$ cat config.mk
export PLATFORM = sky130hd
export DESIGN_NAME = fan_speed_oscillation_guard_unit
export DESIGN_NICKNAME = d
export VERILOG_FILES = /design/src/hw/rtl/fsog_pkg.sv /design/src/hw/rtl/fsog_ram.sv /design/src/hw/rtl/fsog_datapath.sv /design/src/hw/rtl/fsog_ctrl.sv /design/src/hw/rtl/fan_speed_oscillation_guard_unit.sv
export SDC_FILE = /design/constraint.sdc
export NUM_CORES = 1
export LEC_CHECK = 0
export BUFFER_PORTS_ARGS = -buffer_cell sky130_fd_sc_hd__buf_2
export CAP_MARGIN = 0
export CORE_UTILIZATION = 30
export DETAILED_ROUTE_END_ITERATION = 16
export GPL_ROUTABILITY_DRIVEN = 0
export HOLD_SLACK_MARGIN = 0.06
export SYNTH_ARGS = -nofsm -noshare
export SYNTH_HDL_FRONTEND = slang
export SYNTH_SLANG_ARGS = --single-unit
$ cat constraint.sdc
create_clock -name clock -period 7.8 [get_ports clock]
set_input_delay 0.39 -clock clock [delete_from_list [all_inputs] [get_ports clock]]
set_output_delay 0.39 -clock clock [all_outputs]
set_load 0.01 [all_outputs]
$ cat src/hw/rtl/fsog_pkg.sv
`default_nettype none

package fsog_pkg;

   // Window geometry and field widths.
   localparam int WINDOW_DEF  = 10;
   localparam int SPEED_W     = 16;
   localparam int CODE_W      = 2;
   localparam int PERCENT_W   = 7;
   localparam int CHECK_W     = 8;
   localparam int TIMER_W     = 16;
   localparam int CSR_IDX_W   = 3;
   localparam int CSR_DATA_W  = 16;

   // Register reset values.
   localparam logic [SPEED_W-1:0]   VARIANCE_LIMIT_RST = 16'd600;
   localparam logic [PERCENT_W-1:0] FIX_PERCENT_RST    = 7'd30;
   localparam logic [CHECK_W-1:0]   CHECK_TICKS_RST    = 8'd10;
   localparam logic [TIMER_W-1:0]   FIX_TICKS_RST      = 16'd20;
   localparam logic [TIMER_W-1:0]   RECOVERY_TICKS_RST = 16'd20;

   // Largest drive percent that is ever commanded.
   localparam logic [PERCENT_W-1:0] DRIVE_MAX = 7'd100;

   // Register indexes on the configuration port.
   localparam logic [CSR_IDX_W-1:0] CSR_VARIANCE_LIMIT = 3'd0;
   localparam logic [CSR_IDX_W-1:0] CSR_FIX_PERCENT    = 3'd1;
   localparam logic [CSR_IDX_W-1:0] CSR_CHECK_TICKS    = 3'd2;
   localparam logic [CSR_IDX_W-1:0] CSR_FIX_TICKS      = 3'd3;
   localparam logic [CSR_IDX_W-1:0] CSR_RECOVERY_TICKS = 3'd4;

   // Result codes.
   typedef enum logic [CODE_W-1:0] {
      VERDICT_NONE    = 2'd0,
      VERDICT_OK      = 2'd1,
      VERDICT_REVVING = 2'd2
   } verdict_type;

   typedef enum logic [CODE_W-1:0] {
      CMD_NONE   = 2'd0,
      CMD_FIX    = 2'd1,
      CMD_RESUME = 2'd2
   } command_type;

   // Controller to datapath commands.
   typedef struct packed {
      logic capture;
      logic update;
      logic scan_rd;
      logic resolve;
      logic load_rsp;
   } fsog_cmd_type;

   // Datapath to controller status.
   typedef struct packed {
      logic scan_needed;
      logic scan_last;
   } fsog_status_type;

endpackage

`default_nettype wire

$ cat src/hw/rtl/fsog_ram.sv
`default_nettype none

module fsog_ram #(
   parameter int WIDTH = 16,
   parameter int DEPTH = 10
) (
   input  wire logic                     clock,
   input  wire logic                     wr_en,
   input  wire logic [$clog2(DEPTH)-1:0] wr_addr,
   input  wire logic [WIDTH-1:0]         wr_data,
   input  wire logic                     rd_en,
   input  wire logic [$clog2(DEPTH)-1:0] rd_addr,
   output logic      [WIDTH-1:0]         rd_data
);

   logic [WIDTH-1:0] mem_ff [DEPTH];
   logic [WIDTH-1:0] rd_data_ff;

   // One write port and one registered read port.
   always_ff @(posedge clock) begin
      if (wr_en) begin
         mem_ff[wr_addr] <= wr_data;
      end
      if (rd_en) begin
         rd_data_ff <= mem_ff[rd_addr];
      end
   end

   assign rd_data = rd_data_ff;

endmodule

`default_nettype wire

$ cat src/hw/rtl/fsog_datapath.sv
`default_nettype none

module fsog_datapath
   import fsog_pkg::*;
#(
   parameter int WINDOW = WINDOW_DEF
) (
   input  wire logic                  clock,
   input  wire logic                  reset,
   input  wire fsog_cmd_type          cmd,
   output fsog_status_type            status,
   input  wire logic [SPEED_W-1:0]    req_fan_speed,
   input  wire logic                  csr_write,
   input  wire logic [CSR_IDX_W-1:0]  csr_index,
   input  wire logic [CSR_DATA_W-1:0] csr_data,
   output logic      [CODE_W-1:0]     rsp_verdict,
   output logic      [CODE_W-1:0]     rsp_command,
   output logic      [PERCENT_W-1:0]  rsp_drive_percent
);

   localparam int SLOT_W = $clog2(WINDOW);
   localparam int CNT_W  = $clog2(WINDOW + 1);

   typedef enum logic [1:0] {
      PH_MONITOR  = 2'd0,
      PH_FIXING   = 2'd1,
      PH_RECOVERY = 2'd2
   } phase_type;

   // Configuration registers.
   logic [SPEED_W-1:0]   limit_ff, limit_in;
   logic [PERCENT_W-1:0] fix_pct_ff, fix_pct_in;
   logic [CHECK_W-1:0]   check_ticks_ff, check_ticks_in;
   logic [TIMER_W-1:0]   fix_ticks_ff, fix_ticks_in;
   logic [TIMER_W-1:0]   recov_ticks_ff, recov_ticks_in;

   // Guard state.
   logic [CNT_W-1:0]     fill_ff, fill_in;
   logic [SLOT_W-1:0]    slot_ff, slot_in;
   phase_type            phase_ff, phase_in;
   logic [CHECK_W-1:0]   check_cnt_ff, check_cnt_in;
   logic [TIMER_W-1:0]   timer_ff, timer_in;

   // Per-item working registers.
   logic [SPEED_W-1:0]   sample_ff, sample_in;
   logic [SLOT_W-1:0]    scan_idx_ff, scan_idx_in;
   logic                 acc_valid_ff, acc_valid_in;
   logic [SPEED_W-1:0]   lo_ff, lo_in;
   logic [SPEED_W-1:0]   hi_ff, hi_in;
   logic                 has_zero_ff, has_zero_in;
   verdict_type          pend_verdict_ff, pend_verdict_in;
   command_type          pend_command_ff, pend_command_in;
   logic [PERCENT_W-1:0] pend_drive_ff, pend_drive_in;

   // Result register.
   verdict_type          rsp_verdict_ff, rsp_verdict_in;
   command_type          rsp_command_ff, rsp_command_in;
   logic [PERCENT_W-1:0] rsp_drive_ff, rsp_drive_in;

   logic [SPEED_W-1:0]   rd_data;
   logic [SLOT_W-1:0]    slot_next;
   logic [CNT_W-1:0]     fill_next;
   logic [CHECK_W-1:0]   check_inc;
   logic [TIMER_W-1:0]   timer_inc;
   logic                 in_monitor;
   logic                 revving;

   // Window storage: written at the write slot, read serially during a check.
   fsog_ram #(
      .WIDTH (SPEED_W),
      .DEPTH (WINDOW)
   ) u_window (
      .clock   (clock),
      .wr_en   (cmd.update),
      .wr_addr (slot_ff),
      .wr_data (sample_ff),
      .rd_en   (cmd.scan_rd),
      .rd_addr (scan_idx_ff),
      .rd_data (rd_data)
   );

   // Helper values shared by the update and status logic.
   always_comb begin
      slot_next  = (slot_ff == SLOT_W'(WINDOW - 1)) ? '0 : slot_ff + 1'b1;
      fill_next  = (fill_ff < CNT_W'(WINDOW)) ? fill_ff + 1'b1 : fill_ff;
      check_inc  = check_cnt_ff + 1'b1;
      timer_inc  = timer_ff + 1'b1;
      in_monitor = (phase_ff != PH_FIXING) && (phase_ff != PH_RECOVERY);
      revving    = (fill_ff != '0) && has_zero_ff && ((hi_ff - lo_ff) > limit_ff);
   end

   assign status.scan_needed = in_monitor && (check_inc == check_ticks_ff);
   assign status.scan_last   = ((CNT_W'(scan_idx_ff) + 1'b1) == fill_ff);

   // Next-state logic for configuration, bookkeeping, scan and result.
   always_comb begin
      limit_in        = limit_ff;
      fix_pct_in      = fix_pct_ff;
      check_ticks_in  = check_ticks_ff;
      fix_ticks_in    = fix_ticks_ff;
      recov_ticks_in  = recov_ticks_ff;
      fill_in         = fill_ff;
      slot_in         = slot_ff;
      phase_in        = phase_ff;
      check_cnt_in    = check_cnt_ff;
      timer_in        = timer_ff;
      sample_in       = sample_ff;
      scan_idx_in     = scan_idx_ff;
      acc_valid_in    = cmd.scan_rd;
      lo_in           = lo_ff;
      hi_in           = hi_ff;
      has_zero_in     = has_zero_ff;
      pend_verdict_in = pend_verdict_ff;
      pend_command_in = pend_command_ff;
      pend_drive_in   = pend_drive_ff;
      rsp_verdict_in  = rsp_verdict_ff;
      rsp_command_in  = rsp_command_ff;
      rsp_drive_in    = rsp_drive_ff;

      // Register writes; unknown indexes are dropped.
      if (csr_write) begin
         unique case (csr_index)
            CSR_VARIANCE_LIMIT: limit_in       = csr_data;
            CSR_FIX_PERCENT:    fix_pct_in     = csr_data[PERCENT_W-1:0];
            CSR_CHECK_TICKS:    check_ticks_in = csr_data[CHECK_W-1:0];
            CSR_FIX_TICKS:      fix_ticks_in   = csr_data[TIMER_W-1:0];
            CSR_RECOVERY_TICKS: recov_ticks_in = csr_data[TIMER_W-1:0];
            default: ;
         endcase
      end

      if (cmd.capture) begin
         sample_in = req_fan_speed;
      end

      // Store the sample, then advance the phase logic.
      if (cmd.update) begin
         slot_in         = slot_next;
         fill_in         = fill_next;
         pend_verdict_in = VERDICT_NONE;
         pend_command_in = CMD_NONE;
         pend_drive_in   = '0;
         scan_idx_in     = '0;
         lo_in           = '1;
         hi_in           = '0;
         has_zero_in     = 1'b0;
         unique case (phase_ff)
            PH_FIXING: begin
               timer_in = timer_inc;
               if (timer_inc == fix_ticks_ff) begin
                  pend_command_in = CMD_RESUME;
                  phase_in        = PH_RECOVERY;
                  timer_in        = '0;
               end
            end
            PH_RECOVERY: begin
               timer_in = timer_inc;
               if (timer_inc == recov_ticks_ff) begin
                  fill_in      = '0;
                  slot_in      = '0;
                  check_cnt_in = '0;
                  timer_in     = '0;
                  phase_in     = PH_MONITOR;
               end
            end
            default: begin
               phase_in     = PH_MONITOR;
               check_cnt_in = status.scan_needed ? '0 : check_inc;
            end
         endcase
      end

      // Walk the valid window entries.
      if (cmd.scan_rd) begin
         scan_idx_in = scan_idx_ff + 1'b1;
      end

      // Fold in the entry read in the previous cycle.
      if (acc_valid_ff) begin
         if (rd_data == '0) begin
            has_zero_in = 1'b1;
         end
         if (rd_data < lo_ff) begin
            lo_in = rd_data;
         end
         if (rd_data > hi_ff) begin
            hi_in = rd_data;
         end
      end

      // Verdict from the scanned window.
      if (cmd.resolve) begin
         if (revving) begin
            pend_verdict_in = VERDICT_REVVING;
            pend_command_in = CMD_FIX;
            pend_drive_in   = (fix_pct_ff > DRIVE_MAX) ? DRIVE_MAX : fix_pct_ff;
            phase_in        = PH_FIXING;
            timer_in        = '0;
         end else begin
            pend_verdict_in = VERDICT_OK;
         end
      end

      if (cmd.load_rsp) begin
         rsp_verdict_in = pend_verdict_ff;
         rsp_command_in = pend_command_ff;
         rsp_drive_in   = pend_drive_ff;
      end
   end

   // Control state and configuration, set to their reset values by reset.
   always_ff @(posedge clock) begin
      if (reset) begin
         limit_ff       <= VARIANCE_LIMIT_RST;
         fix_pct_ff     <= FIX_PERCENT_RST;
         check_ticks_ff <= CHECK_TICKS_RST;
         fix_ticks_ff   <= FIX_TICKS_RST;
         recov_ticks_ff <= RECOVERY_TICKS_RST;
         fill_ff        <= '0;
         slot_ff        <= '0;
         phase_ff       <= PH_MONITOR;
         check_cnt_ff   <= '0;
         timer_ff       <= '0;
         acc_valid_ff   <= 1'b0;
      end else begin
         limit_ff       <= limit_in;
         fix_pct_ff     <= fix_pct_in;
         check_ticks_ff <= check_ticks_in;
         fix_ticks_ff   <= fix_ticks_in;
         recov_ticks_ff <= recov_ticks_in;
         fill_ff        <= fill_in;
         slot_ff        <= slot_in;
         phase_ff       <= phase_in;
         check_cnt_ff   <= check_cnt_in;
         timer_ff       <= timer_in;
         acc_valid_ff   <= acc_valid_in;
      end
   end

   // Payload registers.
   always_ff @(posedge clock) begin
      sample_ff       <= sample_in;
      scan_idx_ff     <= scan_idx_in;
      lo_ff           <= lo_in;
      hi_ff           <= hi_in;
      has_zero_ff     <= has_zero_in;
      pend_verdict_ff <= pend_verdict_in;
      pend_command_ff <= pend_command_in;
      pend_drive_ff   <= pend_drive_in;
      rsp_verdict_ff  <= rsp_verdict_in;
      rsp_command_ff  <= rsp_command_in;
      rsp_drive_ff    <= rsp_drive_in;
   end

   assign rsp_verdict       = rsp_verdict_ff;
   assign rsp_command       = rsp_command_ff;
   assign rsp_drive_percent = rsp_drive_ff;

   // The fill count never exceeds the window length.
   assert property (@(posedge clock) disable iff (reset) fill_ff <= CNT_W'(WINDOW))
      else $error("window fill count beyond window length");

   // A check only reads entries that were written.
   assert property (@(posedge clock) disable iff (reset)
      cmd.scan_rd |-> (CNT_W'(scan_idx_ff) < fill_ff))
      else $error("window scan past the valid entries");

   // A fix verdict always moves the guard into the fixing phase.
   assert property (@(posedge clock) disable iff (reset)
      cmd.resolve && revving |=> phase_ff == PH_FIXING && timer_ff == '0)
      else $error("revving verdict did not start the fixing phase");

   // A nonzero drive goes out only with the fixed drive command.
   assert property (@(posedge clock) disable iff (reset)
      $past(cmd.load_rsp) && rsp_drive_ff != '0 |-> rsp_command_ff == CMD_FIX)
      else $error("drive percent without fixed drive command");

endmodule

`default_nettype wire

$ cat src/hw/rtl/fsog_ctrl.sv
`default_nettype none

module fsog_ctrl
   import fsog_pkg::*;
(
   input  wire logic            clock,
   input  wire logic            reset,
   input  wire logic            req_valid,
   output logic                 req_stall,
   output logic                 rsp_valid,
   input  wire logic            rsp_stall,
   input  wire fsog_status_type status,
   output fsog_cmd_type         cmd
);

   typedef enum logic [2:0] {
      S_IDLE,
      S_WRITE,
      S_SCAN,
      S_DRAIN,
      S_EVAL,
      S_OUT
   } state_type;

   state_type state_ff, state_in;
   logic      rsp_valid_ff, rsp_valid_in;

   // Sequencing of one beat: store, optional window scan and verdict, output.
   always_comb begin
      state_in = state_ff;
      cmd      = '0;
      unique case (state_ff)
         S_IDLE: begin
            cmd.capture = req_valid;
            if (req_valid) begin
               state_in = S_WRITE;
            end
         end
         S_WRITE: begin
            cmd.update = 1'b1;
            state_in   = status.scan_needed ? S_SCAN : S_OUT;
         end
         S_SCAN: begin
            cmd.scan_rd = 1'b1;
            if (status.scan_last) begin
               state_in = S_DRAIN;
            end
         end
         S_DRAIN: begin
            state_in = S_EVAL;
         end
         S_EVAL: begin
            cmd.resolve = 1'b1;
            state_in    = S_OUT;
         end
         S_OUT: begin
            if (!rsp_valid_ff || !rsp_stall) begin
               cmd.load_rsp = 1'b1;
               state_in     = S_IDLE;
            end
         end
         default: state_in = S_IDLE;
      endcase
      rsp_valid_in = cmd.load_rsp || (rsp_valid_ff && rsp_stall);
   end

   // State and output valid.
   always_ff @(posedge clock) begin
      if (reset) begin
         state_ff     <= S_IDLE;
         rsp_valid_ff <= 1'b0;
      end else begin
         state_ff     <= state_in;
         rsp_valid_ff <= rsp_valid_in;
      end
   end

   assign req_stall = (state_ff != S_IDLE);
   assign rsp_valid = rsp_valid_ff;

   // An accepted beat always goes straight to the window write.
   assert property (@(posedge clock) disable iff (reset)
      req_valid && !req_stall |=> state_ff == S_WRITE)
      else $error("accepted beat did not reach the write step");

   // The verdict step only follows a drained scan.
   assert property (@(posedge clock) disable iff (reset)
      state_ff == S_EVAL |-> $past(state_ff) == S_DRAIN)
      else $error("verdict without a completed scan");

   // A held result is never overwritten by the next one.
   assert property (@(posedge clock) disable iff (reset)
      state_ff == S_OUT && rsp_valid_ff && rsp_stall |-> !cmd.load_rsp)
      else $error("result register overwritten while stalled");

endmodule

`default_nettype wire

$ cat src/hw/rtl/fan_speed_oscillation_guard_unit.sv
`default_nettype none

// Fan speed oscillation guard. Each req beat is one sample tick carrying a fan
// speed; each one yields exactly one rsp beat with a verdict, a command and a
// drive percent. The last WINDOW speeds are kept in a small RAM. A tick that
// needs a window check takes longer than one that does not, set by the serial
// scan of the valid window entries through the single RAM read port. A new
// tick is taken only once the controller is done with the last one. A finished
// result waits in an output register, so the next tick is taken while rsp is
// stalled. Registers are written over the csr port, which is always ready and
// must only be used while no tick is in flight.
module fan_speed_oscillation_guard_unit
   import fsog_pkg::*;
#(
   parameter int WINDOW = WINDOW_DEF
) (
   input  wire logic                  clock,
   input  wire logic                  reset,
   input  wire logic                  req_valid,
   output logic                       req_stall,
   input  wire logic [SPEED_W-1:0]    req_fan_speed,
   output logic                       rsp_valid,
   input  wire logic                  rsp_stall,
   output logic      [CODE_W-1:0]     rsp_verdict,
   output logic      [CODE_W-1:0]     rsp_command,
   output logic      [PERCENT_W-1:0]  rsp_drive_percent,
   input  wire logic                  csr_valid,
   output logic                       csr_ready,
   input  wire logic [CSR_IDX_W-1:0]  csr_index,
   input  wire logic [CSR_DATA_W-1:0] csr_data
);

   fsog_cmd_type    cmd;
   fsog_status_type status;
   logic            csr_write;

   // Register writes complete in the cycle they are offered.
   assign csr_ready = 1'b1;
   assign csr_write = csr_valid && csr_ready;

   fsog_ctrl u_ctrl (
      .clock     (clock),
      .reset     (reset),
      .req_valid (req_valid),
      .req_stall (req_stall),
      .rsp_valid (rsp_valid),
      .rsp_stall (rsp_stall),
      .status    (status),
      .cmd       (cmd)
   );

   fsog_datapath #(
      .WINDOW (WINDOW)
   ) u_datapath (
      .clock             (clock),
      .reset             (reset),
      .cmd               (cmd),
      .status            (status),
      .req_fan_speed     (req_fan_speed),
      .csr_write         (csr_write),
      .csr_index         (csr_index),
      .csr_data          (csr_data),
      .rsp_verdict       (rsp_verdict),
      .rsp_command       (rsp_command),
      .rsp_drive_percent (rsp_drive_percent)
   );

endmodule

`default_nettype wire

Word level (Yosys, flattened, before mapping)
Memory sizes are Yosys's and may differ from the RTL's. A register that Yosys moved wholly into a read port is not among the register bits.
Cells that the tools add are included.
Widths: inputs -> output; s select.
{"block": "classes", "add_sub_neg": 6, "n_lt_le_gt_ge": 5, "eq_ne": 22, "mux": 57, "n_bitwise": 1, "reduce_logical": 23}
{"op": "$mux 16", "n": 11}
{"op": "$eq 16x16->1", "n": 2}
{"op": "$gt 16x16->1", "n": 2}
{"op": "$mux 4", "n": 8}
{"op": "$pmux 16 s2", "n": 1}
{"op": "$mux 7", "n": 4}
{"op": "$mux 2", "n": 13}
{"op": "$pmux 3 s6", "n": 1}
{"op": "$add 16x1->16 const B", "n": 1}
{"op": "$logic_not 16->1", "n": 1}
{"op": "$lt 16x16->1", "n": 1}
{"op": "$mux 8", "n": 2}
{"op": "$pmux 8 s2", "n": 1}
{"op": "$sub 16x16->16", "n": 1}
{"op": "$add 4x1->4 const B", "n": 3}
{"op": "$eq 3x2->1 const B", "n": 4}
{"op": "$mux 3", "n": 4}
{"op": "$mux 1", "n": 11}
{"op": "$reduce_and 2->1", "n": 5}
{"op": "$eq 3x3->1 const B", "n": 3}
{"op": "$add 8x1->8 const B", "n": 1}
{"op": "$eq 8x8->1", "n": 1}
{"op": "$gt 7x7->1 const B", "n": 1}
{"op": "$eq 3x1->1 const B", "n": 2}
{"op": "other kinds (17)", "n": 30}
{"block": "totals", "regBits": 177, "mem_bits_rw": 160, "input_bits": 40, "output_inout_bits": 14, "word_cells": 139, "memories": 1}
{"memory": "u_datapath.u_window.mem_ff", "depth": 10, "word_bits": 16, "read_ports": 1, "rd_clocked_by_memory_dff": 1, "write_ports": 1, "line_no": "fsog_ram.sv:16", "text": "logic [WIDTH-1:0] mem_ff [DEPTH];"}

Depth between registers and ports, before layout
Gate-level depths: netlist of run 1.
{"block": "depth", "depth_word": 7, "ltp_mapped": 23, "ltp_nobuf": 22}

Cells and area by module
A second synthesis of run 1 with hierarchy kept.
{"block": "hier_totals", "hier_cells": 1486, "area_unflattened_um2": 16589.7}
{"mod": "fsog_datapath", "instances": 1, "cells_each": 1096, "area_per_inst_um2": 9466.6, "seq_area_each_um2": 3793.6}
{"mod": "fsog_ram", "instances": 1, "cells_each": 358, "area_per_inst_um2": 6872.8, "seq_area_each_um2": 5285.1}
{"mod": "fsog_ctrl", "instances": 1, "cells_each": 30, "area_per_inst_um2": 239.0, "seq_area_each_um2": 80.1}
{"mod": "fan_speed_oscillation_guard_unit", "instances": 1, "cells_each": 2, "area_per_inst_um2": 11.3, "seq_area_each_um2": 0.0}

Worst setup path before layout of run 1
Ideal clock, no wire load.
{"block": "synth_path", "kind": "register to register", "start": "register u_datapath.hi_ff[0]", "end": "register u_datapath.timer_ff[6]", "setup_ns": 0.074, "t_arrival_ns": 4.577, "required_ns": 7.726, "setup_slack_ns": 3.149, "stages_incl_launch_ff": 24, "path_buffers": 1, "period_less_slack_ns": 4.651, "cell_sequence": "dfxtp_1 > inv_1 > ha_1 > fa_1 > nor2b_1 > o21ai_0 > a21boi_0 > o21ai_0 > a211oi_1 > o31ai_1 > o21bai_1 > a21oi_1 > xnor2_1 > ha_1 > nand4_1 > nor3_1 > a221oi_1 > and3b_1 > a21oi_1 > nand2b_1 > a211oi_4 > buf_6 > o21ai_0 > a31oi_1"}
{"block": "synth_between", "elab_chain_cells": 5}
{"item": "start, declared", "line_no": "fsog_datapath.sv:49", "text": "logic [SPEED_W-1:0] hi_ff, hi_in;"}
{"item": "start signal, assigned", "line_no": "fsog_datapath.sv:245", "text": "hi_ff <= hi_in;"}
{"item": "$sub 16x16->16", "line_no": "fsog_datapath.sv:89", "text": "revving = (fill_ff != '0) && has_zero_ff && ((hi_ff - lo_ff) > limit_ff);"}
{"item": "$gt 16x16->1", "line_no": "fsog_datapath.sv:89"}
{"item": "$logic_and 1x1->1", "line_no": "fsog_datapath.sv:89"}
{"item": "$mux 16", "line_no": "fsog_datapath.sv:193", "text": "if (revving) begin"}
{"item": "$mux 16", "line_no": "fsog_datapath.sv:192", "text": "if (cmd.resolve) begin"}
{"item": "end signal, assigned", "line_no": "fsog_datapath.sv:235", "text": "timer_ff <= timer_in;"}
{"item": "end, declared", "line_no": "fsog_datapath.sv:42", "text": "logic [TIMER_W-1:0] timer_ff, timer_in;"}
No other way between the ends.
A chain may end at the register's enable or synchronous reset.

Final worst setup path of run 1
Ends and elaborated chain as after synthesis.

==> metrics.cfg, run 1 <==
[status]
outcome=finished clean

[synthesis]
synth_edf_count=209
ys_ff_latch=353
ys_seq_area_share_pct=54.3
ys_async_sr_fraction_pct=0
syn_avg_cell_area_um2=11.1
syn_inst=1514
synth.distinct_cells=82
yosys_warnings=0
synthesis.area_um2=16900
synth_nets=1624
synthFlopType=edfxtp_1

[finish]
syn_to_final_growth_pct=15.0
final_common_cell=edfxtp_1
seqCellArea_um2=9160
mostFrequentLayoutCells=209 x edfxtp_1, 161 x nand2_1, 144 x dfxtp_1
nFillCells=5509
stdcell_count=2338
multiInputGateArea_um2=7050
drive_gt1_share_pct=11.8
final_core_util_pct=35.1
fin_nets=1670
finalInstanceArea_um2=19400

[grt]
grt-ovfl-total=0
groute.usage.overall_pct=13.9
use_met1_pct=18.1
grtUsageMet2_pct=22.9
met3_usage_pct=2.79
grt_max_degree=82
antenna_found_initial=1
grt_pass1_vias=11643
grt_pass1_wl_mm=62.8
grt_busiest_layer=met2

[power]
power_frac_seq_pct=49.0
switchingPower_mw=0.971
swShare_pct=23.0
max-vdd-ir-drop_mv=0.169
cellInternalPower_mw=3.26
powerDensity_nw_per_um2=218
clockPowerShare_pct=45.2
finalPower_mw=4.23
combPwrFrac_pct=5.8
leakage_nw=6.98

[timing]
skew_ns=0.0279
fmax_mhz=179
rsz0062_at_grt=false
hold_slack_ns=0.107
timing.final.crit_share_pct=71.5
timing.final.crit_period_ns=5.58
worst_pin_slew_ns=0.960
setup_ws_ns=2.22
hold_violations=0
slew_headroom_pct=35.8
fin_tns_setup_ns=0
drv_slew=0
setup_viol=0

[worst_setup_path]
crit_start=u_datapath.hi_ff[0]
required_ns=8.28
critPathMaxFanout=26
cp-end-kind=flop
cp.arrival_ns=6.06
worstReg2RegStart=u_datapath.hi_ff[0]
crit_type=reg -> reg
cp-start-kind=flop

[placed_design]
dpl_cell_area_um2=17900
port_buffers=52
place_inst=2251
hpwlAfterDp_mm=26.7
place_ws_ns=2.23

[die]
ios=54
die-area_um2=57200
start_util_pct=30.5
rows=86
core-area_um2=55300
die_x_um=239
fp.dieH_um=239

[clock_network]
cts_buffers=39
ctsResizeCount=0
cts_setup_buffers=0
cts.clk_slew.worst_paths_ns=0.06
cts_root_buf=clkbuf_16
cts_tree=yes
insertion_delay_ns=0.58
cts.sinks=353
htreeDepth=2
cts.path.max_buffers=3

[route]
wirelength_mm=39.4
route.detailed.drc=0
drt_iter0_drc=855
vias=11611
via_per_inst=4.97
ant_nets=0
first_pass_iters=5
routedWlPerCell_um=16.8

[hold_path]
holdCritPathClass=in -> reg
hp-start=csr_data[9]

[job]
drv_cap=0

worst max-delay path: stages, from the launching register on:
cell      delay (ns)
dfxtp_1         0.33
inv_1           0.06
ha_1            0.23
fa_1            0.41
nor2b_1         0.11
o21ai_0         0.10
a21boi_0        0.25
o21ai_0         0.19
a211oi_1        0.31
o31ai_1         0.17
o21bai_1        0.15
a21oi_1         0.10
xnor2_1         0.13
ha_1            0.31
nand4_1         0.10
nor3_1          0.32
a221oi_1        0.16
and3b_1         0.21
a21oi_1         0.16
buf_4           0.24
nand2b_1        0.17
a211oi_4        0.83
o21ai_0         0.21
a31oi_1         0.21
cell usage after synthesis (8+ instances only):
cell type  count  area [µm²]
a211o_1       11        96.3
a211oi_1      20         150
a21o_1        14         105
a21oi_1      110         551
a31oi_1       18         113
and2_1         8        50.1
and3_1         9        56.3
clkbuf_1      62         233
dfxtp_1      144        2880
edfxtp_1     209        6280
ha_1          69         863
inv_1         90         338
mux2i_1       46         460
mux4_2        32         721
nand2_1      161         604
nand2b_1      18         113
nand3_1       35         175
nand3b_1      10        75.1
nand4_1       18         113
nor2_1       101         379
nor2b_1       38         238
nor3_1        17        85.1
nor4_1        14        87.6
o21ai_0       38         190
o311ai_0      18         158
o31ai_1       18         135
xnor2_1       44         385
xor2_1        18         158
logic make-up after synthesis:
kind of cell	count (synthesis)	synth area share [%]
AND/OR/NAND/NOR	465	13.5
flip-flops	353	54.3
AO/OA/AOI/OAI	310	12.3
buffers and inverters	173	4.15
multiplexers	78	7.00
adder cells (fa/ha/maj)	70	5.24
XOR/XNOR	64	3.49
other	1	0.0222
power groups by stage:
stage | Clock [mW] | Combinational (mW) | Sequential, mW
after CTS | 1.96 | 0.250 | 2.07
after floorplan | 0 | 0.171 | 2.09
after global routing | 2.04 | 0.271 | 2.08
after global placement | 0 | 0.239 | 2.11
after detailed placement | 0 | 0.243 | 2.11
final | 1.91 | 0.246 | 2.07
registers in the layout (all words and copies together) (netlist names), 16 cells and up:
name / count
u_datapath.timer_ff: 16
u_datapath.fix_ticks_ff: 16
u_datapath.lo_ff: 16
u_datapath.hi_ff: 16
u_datapath.u_window.mem_ff: 160
u_datapath.limit_ff: 16
u_datapath.sample_ff: 16
u_datapath.recov_ticks_ff: 16
u_datapath.u_window.rd_data: 16
final cells by class:
class / count / area share (%)
Multi-Input combinational cell: 988 / 36.4
Sequential cell: 353 / 47.2
Clock inverter: 22 / 1.40
Clock buffer: 48 / 5.53
Timing Repair Buffer: 88 / 2.94
Antenna cell: 1 / 0.0129
Tap cell: 748 / 4.82
Inverter: 90 / 1.74
final timing paths:
| check | slack, ns | depth (start not counted) | end |
|---|---|---|---|
| worst max register to register | 2.22 | 23 | u_datapath.timer_ff[6] |
| worst max-delay path | 2.22 | 23 | u_datapath.timer_ff[6] |
| worst min register to register | 0.42 | 0 | u_datapath.rsp_verdict[1] |
| worst min-delay path | 0.11 | 2 | u_datapath.limit_ff[9] |
routing by layer:
metal  vias to the layer above  part of all wire [%]
li1                       5634                     -
met1                      5673                    46
met2                       246                    47
met3                        58                   5.2
met4                         0                   1.8
met5                         -                     0
what timing repair did:
| item | in CTS | in global routing |
|---|---|---|
| endpoints found under the hold margin | 16 | 0 |
| hold buffers | 16 | 0 |
| endpoints found under the setup margin | 0 | 0 |
Power figures use the tool's default switching activity.
==> inputs of run 2 (changes only) <==
==> constraint.sdc (replaced) <==
create_clock -name clock -period 4.75 [get_ports clock]
set_input_delay 0.2375 -clock clock [delete_from_list [all_inputs] [get_ports clock]]
set_output_delay 0.2375 -clock clock [all_outputs]
set_load 0.01 [all_outputs]
==> run 2 against run 1 <==
  * Final cell count rose by 1.3%
  * Clock skew rose by 0.0061 ns
  * Critical path depth did not move
  * Sequential share of layout area fell by 0.81 points
  * Critical path type unchanged
  * Via count rose by 0.84%
  * Final area rose by 1.8%
  * Highest routed layer unchanged
  * Clock power rose by 57%
  * Non-clock buffer count rose by 31
  * Worst setup slack got worse by 1.9 ns
==> metrics.cfg, run 2 (same netlist as run 1, synthesis figures left out) <==
[status]
outcome=finished clean

[timing]
timing.final.crit_share_pct=94.2
worst_pin_slew_ns=0.941
slew_headroom_pct=36.7
skew_ns=0.0340
drv_slew=0
setup_viol=0
timing.final.crit_period_ns=4.47
hold_violations=0
setup_ws_ns=0.275
fmax_mhz=223

[route]
routedWlPerCell_um=16.7
wirelength_mm=39.6
vias=11708
via_per_inst=4.94
route.detailed.drc=0
ant_nets=0
drt_iter0_drc=634
first_pass_iters=5

[worst_setup_path]
cp-start-kind=flop
crit_type=reg -> reg
required_ns=5.24
cp-end-kind=flop
cp_cell_sequence=inv_1, ha_1, nor2b_1, o21ai_0, a21boi_0, o21ai_1, a211oi_2, o311ai_2, nand2b_1, a21oi_2, xnor2_1, ha_1, a21o_1, a21o_1, a221oi_4, nor3b_2, a21oi_2, nand2b_1, a211oi_4, buf_4, buf_12, a41oi_1, a31oi_1
worstReg2RegStart=u_datapath.lo_ff[1]
critical-path-max-stage-delay_ns=0.39
crit_start=u_datapath.lo_ff[1]
critPathMaxFanout=13
cp_slowest_cell=dfxtp_1
cp.arrival_ns=4.96

[die]
ios=54
die-area_um2=57200
core-area_um2=55300
start_util_pct=30.5
die_x_um=239
rows=86
fp.dieH_um=239

[placed_design]
place_inst=2260
port_buffers=52
hpwlAfterDp_mm=26.4
place_ws_ns=-0.172

[finish]
stdcell_count=2368
fin_nets=1703
mostFrequentLayoutCells=209 x edfxtp_1, 161 x nand2_1, 144 x dfxtp_1
syn_to_final_growth_pct=17.0
num_antenna_cells=0
largest_reg_flops=160
final_common_cell=edfxtp_1
drive_gt1_share_pct=13.0
regMostFlops=u_datapath.u_window.mem_ff

[job]
drv_cap=0

[grt]
grt_pass1_wl_mm=62.3
antenna_found_initial=0
grt-ovfl-total=0
groute.usage.overall_pct=13.7
grt_pass1_vias=11486
grt_max_degree=82

[hold_path]
hp-start=reset
holdCritPathClass=in -> reg

[power]
powerDensity_nw_per_um2=346
max-vdd-ir-drop_mv=0.254
leakage_nw=7.12

[clock_network]
cts.clk_slew.worst_paths_ns=0.06
cts.sinks=353
cts_root_buf=clkbuf_16
cts_tree=yes
htreeDepth=2
cts.path.max_buffers=3
insertion_delay_ns=0.56
cts_buffers=41

## run 2: final timing paths
path                                      to  depth (start not counted)  slack [ns]
min reg2reg  u_datapath.rsp_drive_percent[5]                          0        0.42
min                   u_datapath.timer_ff[1]                          4        0.22
max reg2reg           u_datapath.timer_ff[9]                         23        0.28
max                   u_datapath.timer_ff[9]                         23        0.28
## run 2: power breakdown
group	switching (mW)	leakage [nW]	internal [mW]	total [mW]
sequential	0.0680	3.06	3.33	3.40
clock	1.26	0.621	1.75	3.00
combinational	0.242	3.44	0.182	0.424
total	1.57	7.12	5.26	6.83
## run 2: per-stage QoR
step	setup TNS, ns	power [mW]	util, %	hold WS [ns]	cell area (µm²)
3_5_place_dp	-1.58	3.87	32.5	0.411	18000
6_report	0	6.83	35.7	0.218	19700
5_1_grt	-0.00953	7.08	35.7	0.214	19700
3_3_place_gp	0	3.86	32.5	0.403	18000
4_1_cts	0	6.92	35.5	0.196	19600
2_1_floorplan	0	3.72	-	0.336	16900
## run 2: final cells by class
type | instances | area (µm²)
sequential | 353 | 9160
tap | 748 | 936
fill | 5482 | 35600
inverter | 90 | 338
clock buffer | 55 | 1140
clock inverter | 15 | 148
timing repair buffer | 119 | 903
multi-input combinational | 988 | 7120
## run 2: routing by layer
layer  wire length (µm)  GRT usage, %  vias up
li1                   -             -     5696
met1              17900          18.1     5648
met2              18900          23.0      287
met3               1810          2.07       77
met4                993          4.56        0
met5                  0             0        -
## run 2: repair_timing
action / in CTS / in global routing
hold buffers: 34 / 0
resized for setup: 5 / 11
pin swaps: 0 / 6
buffers inserted: 0 / 3
endpoints found under the hold margin: 72 / 0
gates cloned: 0 / 1
endpoints found under the setup margin: 13 / 15
## run 2: critical path, delay by kind of cell, from the launching register on
family / cells / cell delay [ns]
AOI/OAI and AO/OA: 13 / 2.51
xor gates and xnor gates: 1 / 0.13
adders and majority gates: 2 / 0.55
buffers and inverters: 3 / 0.37
DFF: 1 / 0.39
and+or+nand+nor: 4 / 0.44
